**src/shabs_pkg.sv**
```systemverilog
package shabs_pkg;

  localparam int CNT_W  = 61;

  localparam logic [31:0] ROUND_K [64] = '{
    32'h428a2f98, 32'h71374491, 32'hb5c0fbcf, 32'he9b5dba5,
    32'h3956c25b, 32'h59f111f1, 32'h923f82a4, 32'hab1c5ed5,
    32'hd807aa98, 32'h12835b01, 32'h243185be, 32'h550c7dc3,
    32'h72be5d74, 32'h80deb1fe, 32'h9bdc06a7, 32'hc19bf174,
    32'he49b69c1, 32'hefbe4786, 32'h0fc19dc6, 32'h240ca1cc,
    32'h2de92c6f, 32'h4a7484aa, 32'h5cb0a9dc, 32'h76f988da,
    32'h983e5152, 32'ha831c66d, 32'hb00327c8, 32'hbf597fc7,
    32'hc6e00bf3, 32'hd5a79147, 32'h06ca6351, 32'h14292967,
    32'h27b70a85, 32'h2e1b2138, 32'h4d2c6dfc, 32'h53380d13,
    32'h650a7354, 32'h766a0abb, 32'h81c2c92e, 32'h92722c85,
    32'ha2bfe8a1, 32'ha81a664b, 32'hc24b8b70, 32'hc76c51a3,
    32'hd192e819, 32'hd6990624, 32'hf40e3585, 32'h106aa070,
    32'h19a4c116, 32'h1e376c08, 32'h2748774c, 32'h34b0bcb5,
    32'h391c0cb3, 32'h4ed8aa4a, 32'h5b9cca4f, 32'h682e6ff3,
    32'h748f82ee, 32'h78a5636f, 32'h84c87814, 32'h8cc70208,
    32'h90befffa, 32'ha4506ceb, 32'hbef9a3f7, 32'hc67178f2
  };

  localparam logic [31:0] INIT_H [8] = '{
    32'h6a09e667, 32'hbb67ae85, 32'h3c6ef372, 32'ha54ff53a,
    32'h510e527f, 32'h9b05688c, 32'h1f83d9ab, 32'h5be0cd19
  };

  typedef struct packed {
    logic       take_byte;
    logic       pad;
    logic       clr;
    logic       len;
    logic       load;
    logic       round;
    logic       add;
    logic       emit;
    logic [5:0] rnd;
  } shabs_cmd_t;

  typedef struct packed {
    logic blk_full;
    logic pad_wraps;
    logic obuf_busy;
  } shabs_sts_t;

  function automatic logic [31:0] big_sig0(input logic [31:0] x);
    big_sig0 = {x[1:0], x[31:2]} ^ {x[12:0], x[31:13]} ^ {x[21:0], x[31:22]};
  endfunction

  function automatic logic [31:0] big_sig1(input logic [31:0] x);
    big_sig1 = {x[5:0], x[31:6]} ^ {x[10:0], x[31:11]} ^ {x[24:0], x[31:25]};
  endfunction

  function automatic logic [31:0] small_sig0(input logic [31:0] x);
    small_sig0 = {x[6:0], x[31:7]} ^ {x[17:0], x[31:18]} ^ {3'b000, x[31:3]};
  endfunction

  function automatic logic [31:0] small_sig1(input logic [31:0] x);
    small_sig1 = {x[16:0], x[31:17]} ^ {x[18:0], x[31:19]} ^ {10'd0, x[31:10]};
  endfunction

endpackage

```
**src/shabs_ctrl.sv**
```systemverilog
module shabs_ctrl (
  input  logic                  clk,
  input  logic                  rst_n,
  input  logic                  in_valid,
  output logic                  in_ready,
  input  logic                  in_byte_present,
  input  logic                  in_end_of_message,
  input  shabs_pkg::shabs_sts_t sts,
  output shabs_pkg::shabs_cmd_t cmd
);

  localparam logic [2:0] ST_IDLE  = 3'd0;
  localparam logic [2:0] ST_LOAD  = 3'd1;
  localparam logic [2:0] ST_ROUND = 3'd2;
  localparam logic [2:0] ST_ADD   = 3'd3;
  localparam logic [2:0] ST_PAD   = 3'd4;
  localparam logic [2:0] ST_CLR   = 3'd5;
  localparam logic [2:0] ST_LEN   = 3'd6;
  localparam logic [2:0] ST_DONE  = 3'd7;

  // what follows a compression
  localparam logic [1:0] PH_BLK  = 2'd0;
  localparam logic [1:0] PH_WRAP = 2'd1;
  localparam logic [1:0] PH_FIN  = 2'd2;

  logic [2:0] state_r, state_nxt;
  logic [1:0] phase_r, phase_nxt;
  logic [5:0] rnd_r, rnd_nxt;
  logic       eom_r, eom_nxt;
  logic       accept;

  assign in_ready = (state_r == ST_IDLE);
  assign accept   = in_valid & in_ready;

  always_comb begin
    cmd           = '0;
    cmd.take_byte = accept & in_byte_present;
    cmd.pad       = (state_r == ST_PAD);
    cmd.clr       = (state_r == ST_CLR);
    cmd.len       = (state_r == ST_LEN);
    cmd.load      = (state_r == ST_LOAD);
    cmd.round     = (state_r == ST_ROUND);
    cmd.add       = (state_r == ST_ADD);
    cmd.emit      = (state_r == ST_DONE) & ~sts.obuf_busy;
    cmd.rnd       = rnd_r;
  end

  always_comb begin
    state_nxt = state_r;
    phase_nxt = phase_r;
    rnd_nxt   = rnd_r;
    eom_nxt   = eom_r;
    unique case (state_r)
      ST_IDLE: begin
        if (accept) begin
          eom_nxt = in_end_of_message;
          if (in_byte_present && sts.blk_full) begin
            phase_nxt = PH_BLK;
            state_nxt = ST_LOAD;
          end else if (in_end_of_message) begin
            state_nxt = ST_PAD;
          end
        end
      end
      ST_LOAD: begin
        rnd_nxt   = 6'd0;
        state_nxt = ST_ROUND;
      end
      ST_ROUND: begin
        rnd_nxt = rnd_r + 6'd1;
        if (rnd_r == 6'd63) begin
          state_nxt = ST_ADD;
        end
      end
      ST_ADD: begin
        unique case (phase_r)
          PH_BLK:  state_nxt = eom_r ? ST_PAD : ST_IDLE;
          PH_WRAP: state_nxt = ST_CLR;
          PH_FIN:  state_nxt = ST_DONE;
          default: state_nxt = ST_IDLE;
        endcase
      end
      ST_PAD: begin
        // length does not fit behind the pad byte: one extra block
        if (sts.pad_wraps) begin
          phase_nxt = PH_WRAP;
          state_nxt = ST_LOAD;
        end else begin
          state_nxt = ST_LEN;
        end
      end
      ST_CLR: begin
        state_nxt = ST_LEN;
      end
      ST_LEN: begin
        phase_nxt = PH_FIN;
        state_nxt = ST_LOAD;
      end
      ST_DONE: begin
        if (!sts.obuf_busy) begin
          state_nxt = ST_IDLE;
        end
      end
    endcase
  end

  always_ff @(posedge clk) begin
    if (!rst_n) begin
      state_r <= ST_IDLE;
      phase_r <= PH_BLK;
      rnd_r   <= 6'd0;
      eom_r   <= 1'b0;
    end else begin
      state_r <= state_nxt;
      phase_r <= phase_nxt;
      rnd_r   <= rnd_nxt;
      eom_r   <= eom_nxt;
    end
  end

endmodule

```
**src/shabs_dp.sv**
```systemverilog
module shabs_dp (
  input  logic                  clk,
  input  logic                  rst_n,
  input  shabs_pkg::shabs_cmd_t cmd,
  output shabs_pkg::shabs_sts_t sts,
  input  logic [7:0]            in_data_byte,
  output logic                  out_valid,
  input  logic                  out_ready,
  output logic [31:0]           out_digest_word,
  output logic [2:0]            out_word_index,
  output logic                  out_last_word
);

  logic [31:0] w_r [16];
  logic [31:0] w_nxt [16];
  logic [31:0] v_r [8];
  logic [31:0] v_nxt [8];
  logic [31:0] h_r [8];
  logic [31:0] h_nxt [8];
  logic [31:0] obuf_r [8];
  logic [31:0] obuf_nxt [8];
  logic [shabs_pkg::CNT_W-1:0] cnt_r, cnt_nxt;
  logic [3:0]  oleft_r, oleft_nxt;
  logic [2:0]  oidx_r, oidx_nxt;

  logic [5:0]  pos;
  logic [3:0]  widx;
  logic [1:0]  lane;
  logic [63:0] bit_len;
  logic [31:0] sched, wt, t1, t2;
  logic        out_take;

  assign pos     = cnt_r[5:0];
  assign widx    = pos[5:2];
  assign lane    = pos[1:0];
  assign bit_len = {cnt_r, 3'b000};

  assign sts.blk_full  = (pos == 6'd63);
  assign sts.pad_wraps = (pos >= 6'd56);
  assign sts.obuf_busy = (oleft_r != 4'd0);

  // message schedule: the window shifts one word per round
  assign sched = shabs_pkg::small_sig1(w_r[14]) + w_r[9]
               + shabs_pkg::small_sig0(w_r[1]) + w_r[0];
  assign wt    = (cmd.rnd[5:4] == 2'b00) ? w_r[0] : sched;

  assign t1 = v_r[7] + shabs_pkg::big_sig1(v_r[4])
            + ((v_r[4] & v_r[5]) ^ (~v_r[4] & v_r[6]))
            + shabs_pkg::ROUND_K[cmd.rnd] + wt;
  assign t2 = shabs_pkg::big_sig0(v_r[0])
            + ((v_r[0] & v_r[1]) ^ (v_r[0] & v_r[2]) ^ (v_r[1] & v_r[2]));

  always_comb begin
    w_nxt = w_r;
    if (cmd.take_byte) begin
      unique case (lane)
        2'd0: w_nxt[widx][31:24] = in_data_byte;
        2'd1: w_nxt[widx][23:16] = in_data_byte;
        2'd2: w_nxt[widx][15:8]  = in_data_byte;
        2'd3: w_nxt[widx][7:0]   = in_data_byte;
      endcase
    end else if (cmd.pad) begin
      for (int i = 0; i < 16; i++) begin
        if (4'(i) > widx) begin
          w_nxt[i] = 32'd0;
        end else if (4'(i) == widx) begin
          unique case (lane)
            2'd0: w_nxt[i] = 32'h8000_0000;
            2'd1: w_nxt[i] = {w_r[i][31:24], 24'h80_0000};
            2'd2: w_nxt[i] = {w_r[i][31:16], 16'h8000};
            2'd3: w_nxt[i] = {w_r[i][31:8], 8'h80};
          endcase
        end
      end
    end else if (cmd.clr) begin
      for (int i = 0; i < 16; i++) begin
        w_nxt[i] = 32'd0;
      end
    end else if (cmd.len) begin
      w_nxt[14] = bit_len[63:32];
      w_nxt[15] = bit_len[31:0];
    end else if (cmd.round) begin
      for (int i = 0; i < 15; i++) begin
        w_nxt[i] = w_r[i+1];
      end
      w_nxt[15] = wt;
    end
  end

  always_comb begin
    v_nxt = v_r;
    if (cmd.load) begin
      v_nxt = h_r;
    end else if (cmd.round) begin
      for (int i = 1; i < 8; i++) begin
        v_nxt[i] = v_r[i-1];
      end
      v_nxt[4] = v_r[3] + t1;
      v_nxt[0] = t1 + t2;
    end
  end

  always_comb begin
    h_nxt   = h_r;
    cnt_nxt = cnt_r;
    if (cmd.add) begin
      for (int i = 0; i < 8; i++) begin
        h_nxt[i] = h_r[i] + v_r[i];
      end
    end else if (cmd.emit) begin
      h_nxt   = shabs_pkg::INIT_H;
      cnt_nxt = '0;
    end else if (cmd.take_byte) begin
      cnt_nxt = cnt_r + {{(shabs_pkg::CNT_W-1){1'b0}}, 1'b1};
    end
  end

  // digest drains from its own buffer while the next message streams in
  assign out_take = out_valid & out_ready;

  always_comb begin
    obuf_nxt  = obuf_r;
    oleft_nxt = oleft_r;
    oidx_nxt  = oidx_r;
    if (cmd.emit) begin
      obuf_nxt  = h_r;
      oleft_nxt = 4'd8;
      oidx_nxt  = 3'd0;
    end else if (out_take) begin
      for (int i = 0; i < 7; i++) begin
        obuf_nxt[i] = obuf_r[i+1];
      end
      oleft_nxt = oleft_r - 4'd1;
      oidx_nxt  = oidx_r + 3'd1;
    end
  end

  assign out_valid       = (oleft_r != 4'd0);
  assign out_digest_word = obuf_r[0];
  assign out_word_index  = oidx_r;
  assign out_last_word   = (oidx_r == 3'd7);

  always_ff @(posedge clk) begin
    w_r    <= w_nxt;
    v_r    <= v_nxt;
    obuf_r <= obuf_nxt;
  end

  always_ff @(posedge clk) begin
    if (!rst_n) begin
      h_r     <= shabs_pkg::INIT_H;
      cnt_r   <= '0;
      oleft_r <= 4'd0;
      oidx_r  <= 3'd0;
    end else begin
      h_r     <= h_nxt;
      cnt_r   <= cnt_nxt;
      oleft_r <= oleft_nxt;
      oidx_r  <= oidx_nxt;
    end
  end

endmodule

```
**src/sha256_byte_stream_hasher.sv**
```systemverilog
// channel | direction | payload                                   | handshake
// in_     | input     | data_byte[7:0], byte_present, end_of_message | in_valid / in_ready
// out_    | output    | digest_word[31:0], word_index[2:0], last_word | out_valid / out_ready
//
// a word that neither fills a block nor ends the message is taken, ready again the next cycle
// a word that fills a block: accept, load, 64 rounds at one per cycle, add; end of message:
// accept, pad, length, load, 64 rounds, add, digest handoff; a length that spills adds load,
// 64 rounds, add, clear after pad; digest words leave one per cycle while out_ready is high
// the next message streams in while the digest drains; a second end waits for the buffer
// rst_n is synchronous: hash values return to the initial constants, byte count clears
module sha256_byte_stream_hasher (
  input  logic        clk,
  input  logic        rst_n,
  input  logic        in_valid,
  output logic        in_ready,
  input  logic [7:0]  in_data_byte,
  input  logic        in_byte_present,
  input  logic        in_end_of_message,
  output logic        out_valid,
  input  logic        out_ready,
  output logic [31:0] out_digest_word,
  output logic [2:0]  out_word_index,
  output logic        out_last_word
);

  shabs_pkg::shabs_cmd_t cmd;
  shabs_pkg::shabs_sts_t sts;

  shabs_ctrl u_ctrl (
    .clk               (clk),
    .rst_n             (rst_n),
    .in_valid          (in_valid),
    .in_ready          (in_ready),
    .in_byte_present   (in_byte_present),
    .in_end_of_message (in_end_of_message),
    .sts               (sts),
    .cmd               (cmd)
  );

  shabs_dp u_dp (
    .clk             (clk),
    .rst_n           (rst_n),
    .cmd             (cmd),
    .sts             (sts),
    .in_data_byte    (in_data_byte),
    .out_valid       (out_valid),
    .out_ready       (out_ready),
    .out_digest_word (out_digest_word),
    .out_word_index  (out_word_index),
    .out_last_word   (out_last_word)
  );

endmodule

```
**config.mk**
```make
export PLATFORM = sky130hd
export DESIGN_NAME = sha256_byte_stream_hasher
export DESIGN_NICKNAME = d
export VERILOG_FILES = /design/src/shabs_pkg.sv /design/src/shabs_ctrl.sv /design/src/shabs_dp.sv /design/src/sha256_byte_stream_hasher.sv
export SDC_FILE = /design/constraint.sdc
export NUM_CORES = 2
export LEC_CHECK = 0
export BUFFER_PORTS_ARGS = -buffer_cell sky130_fd_sc_hd__clkbuf_2
export CAP_MARGIN = 20
export CELL_PAD_IN_SITES_DETAIL_PLACEMENT = 0
export CELL_PAD_IN_SITES_GLOBAL_PLACEMENT = 1
export CORE_MARGIN = 8
export CORE_UTILIZATION = 50
export DETAILED_ROUTE_END_ITERATION = 12
export HOLD_SLACK_MARGIN = 0.03
export PLACE_DENSITY_LB_ADDON = 0.1
export SLEW_MARGIN = 20
export SYNTH_ARGS = -nofsm -noshare
export SYNTH_HDL_FRONTEND = slang
export SYNTH_SLANG_ARGS = --single-unit
```
**constraint.sdc**
```tcl
create_clock -name clk -period 15.09 [get_ports clk]
set_input_delay 1.509 -clock clk [delete_from_list [all_inputs] [get_ports clk]]
set_output_delay 1.509 -clock clk [all_outputs]
set_load 0.05 [all_outputs]
```
==> results.toml <==
[run_status]
outcome = "finished, final reports clean"

[layout]
drive_gt1_frac = 0.0512
fin_nets = 10900
area_growth_pct = 7.82

[sta]
finClkSkew_ns = 0.0341
fmax_mhz = 82.9
grt_setup_unrepaired = "false"
setup_tns_ns = 0
slew_headroom = 0.182
fin_crit_ns = 12.07
period_share = 0.800
hold_viol_final = 0
max_slew.worst_pin.slew_ns = 1.19
setup_viol = 0
drv_slew = 0

[worst_setup_path]
path_buf_inv = 4
path_delay_family = "compound AO/OA/AOI/OAI gates"
cp-start-kind = "flip-flop"
crit_required_ns = 15.64
endpoint_kind = "flip-flop"
crit_top_cell = "fa_1"
cp_slowest_cell = "a2111oi_1"
critPathMaxStageDelay_ns = 0.89
critical_path_arrival_ns = 12.62
worst-path-max-fanout = 6
path_class = "reg -> reg"

[cts]
path_clk_slew_ns = 0.07
post_cts_resized = 0
ctsHoldBuffers = 0
cts.htree.levels = 4
cts_buffers = 161
numClockSinks = 1360
cts_tree = "yes"
cts_setup_buffers = 0
clock_latency_ns = 0.82
clockBufferDepth = 3
cts_root_buf = "clkbuf_16"

[global_route]
grt_pass1_wl_um = 518000
grt_pass1_vias = 76500
gr-usage-all-layers = 0.347
grt_start_max_net_pins = 210
grt_antenna_before_repair = 5
overflow = 0

[route]
vias = 81100
routed_via_density = 6.31
drtAntennaViolNets = 0
wl_um = 358000
drt_iter0_drc = 9561
dr.pass1.iters = 6
drc = 0
routedWlPerCell_um = 27.9

[yosys]
syn_inst = 10700
ys_ff_latch = 1360
synth_fp_nets = 11300
ys.flop_type = "edfxtp_1"
synth_cell_type_count = 90
avgSynthCellArea_um2 = 8.56
syn-cell-area_um2 = 91600
seq_area_frac_synth = 0.409
synth_edf_count = 1024
yosys_warnings = 0
async_flop_share = 0

[placed_design]
routabilityCongestion = 0.969
io_buffer_count = 51
dp_hpwl_um = 253000

[die]
rows = 157
design.die.area_um2 = 197000
die_width_um = 444
dieHeight_um = 444
start_util = 0.502
core-area_um2 = 182000
io_pins = 52

[run]
maxCapViolations = 0

[hold_path]
hold_class = "reg -> reg"
==> layout by cell type (no fill, tap or decap), drive strengths merged, types with 336 or more instances in the layout <==
master	count
nand2	2915
inv	401
dfxtp	336
a22oi	520
a21oi	566
ha	403
o21ai	890
edfxtp	1024
nor2	537
xnor2	365
==> layer usage <==
layer	global-route usage	vias to the layer above	wire, um
met5	0.000977	-	52
met4	0.163	6	20200
met3	0.0640	784	32000
met2	0.548	4081	161000
met1	0.462	39500	145000
li1	-	36800	-
==> sequential cells by signal, indices dropped and copies added, names as in the netlist <==
name / cells
u_dp.w_r: 512
u_ctrl.phase_r: 2
u_dp.obuf_r: 224
u_ctrl.state_r: 3
u_ctrl.eom_r: 1
u_dp.v_r: 256
u_dp.h_r: 256
u_dp.cnt_r: 61
u_ctrl.rnd_r: 6
u_dp.oleft_r: 4
u_dp.out_digest_word: 32
u_dp.out_word_index: 3
==> Yosys cell counts, drive strengths merged, types with 50 or more instances <==
| cell | number | area share |
|---|---|---|
| ha | 403 | 0.055 |
| nand3 | 132 | 0.0072 |
| nand2b | 64 | 0.0044 |
| clkbuf | 654 | 0.027 |
| edfxtp | 1024 | 0.34 |
| xnor2 | 365 | 0.035 |
| a22oi | 520 | 0.043 |
| o22ai | 71 | 0.0049 |
| o21a | 77 | 0.0063 |
| inv | 398 | 0.016 |
| a211oi | 68 | 0.0056 |
| nand2 | 2915 | 0.12 |
| a21oi | 566 | 0.031 |
| and3 | 67 | 0.0046 |
| buf | 86 | 0.0050 |
| xor2 | 225 | 0.022 |
| nor3 | 112 | 0.0062 |
| dfxtp | 336 | 0.073 |
| mux2i | 59 | 0.0064 |
| nor2 | 537 | 0.022 |
| o21bai | 50 | 0.0041 |
| fa | 195 | 0.043 |
| o21ai | 890 | 0.049 |
| a21o | 171 | 0.014 |
==> worst paths after layout <==
path,from,endpoint,slack [ns],cells past startpoint
setup / recovery,u_dp.w_r[52],u_dp.v_r[255],3.02,40
hold / removal,u_ctrl.rnd_r[5],u_ctrl.rnd_r[5],0.43,1
setup reg to reg,u_dp.w_r[52],u_dp.v_r[255],3.02,40
hold reg to reg,u_ctrl.rnd_r[5],u_ctrl.rnd_r[5],0.43,1
==> area by class of cell <==
class	instances	area, um^2
tap	2385	2980
fill	16900	83700
inverter	403	1530
sequential	1360	37500
antenna	2	5.00
clock inverter	69	751
timing repair buffer	207	1550
multi-input combinational	8199	49900
clock buffer	222	4500
==> metrics by stage <==
stage,utilization,hold slack (ns),worst slack (ns),instances,cell area (um^2)
final,0.541,0.433,3.02,12800,98700
after global routing,0.541,0.469,2.45,12800,98700
after CTS,0.541,0.435,2.98,12800,98700
after detailed placement,0.512,0.425,3.03,12600,93400
after global placement,0.512,0.424,2.94,12600,93400
after floorplan,-,0.444,5.23,10700,91600
==> cells by family (layout without fill, tap and decap cells) <==
logic type	after synthesis	in the layout	synth area share
flip-flops	1360	1360	0.409
buffers and inverters	1143	901	0.0484
XOR/XNOR	590	590	0.0564
AO/OA/AOI/OAI	2828	2828	0.195
multiplexers	65	65	0.00756
other	0	2	0
adder cells (fa/ha/maj)	615	615	0.0995
AND/OR/NAND/NOR	4101	4101	0.184
Power is not shown: default switching activity piles up to over one toggle a cycle in this logic, so the estimate is an artifact.
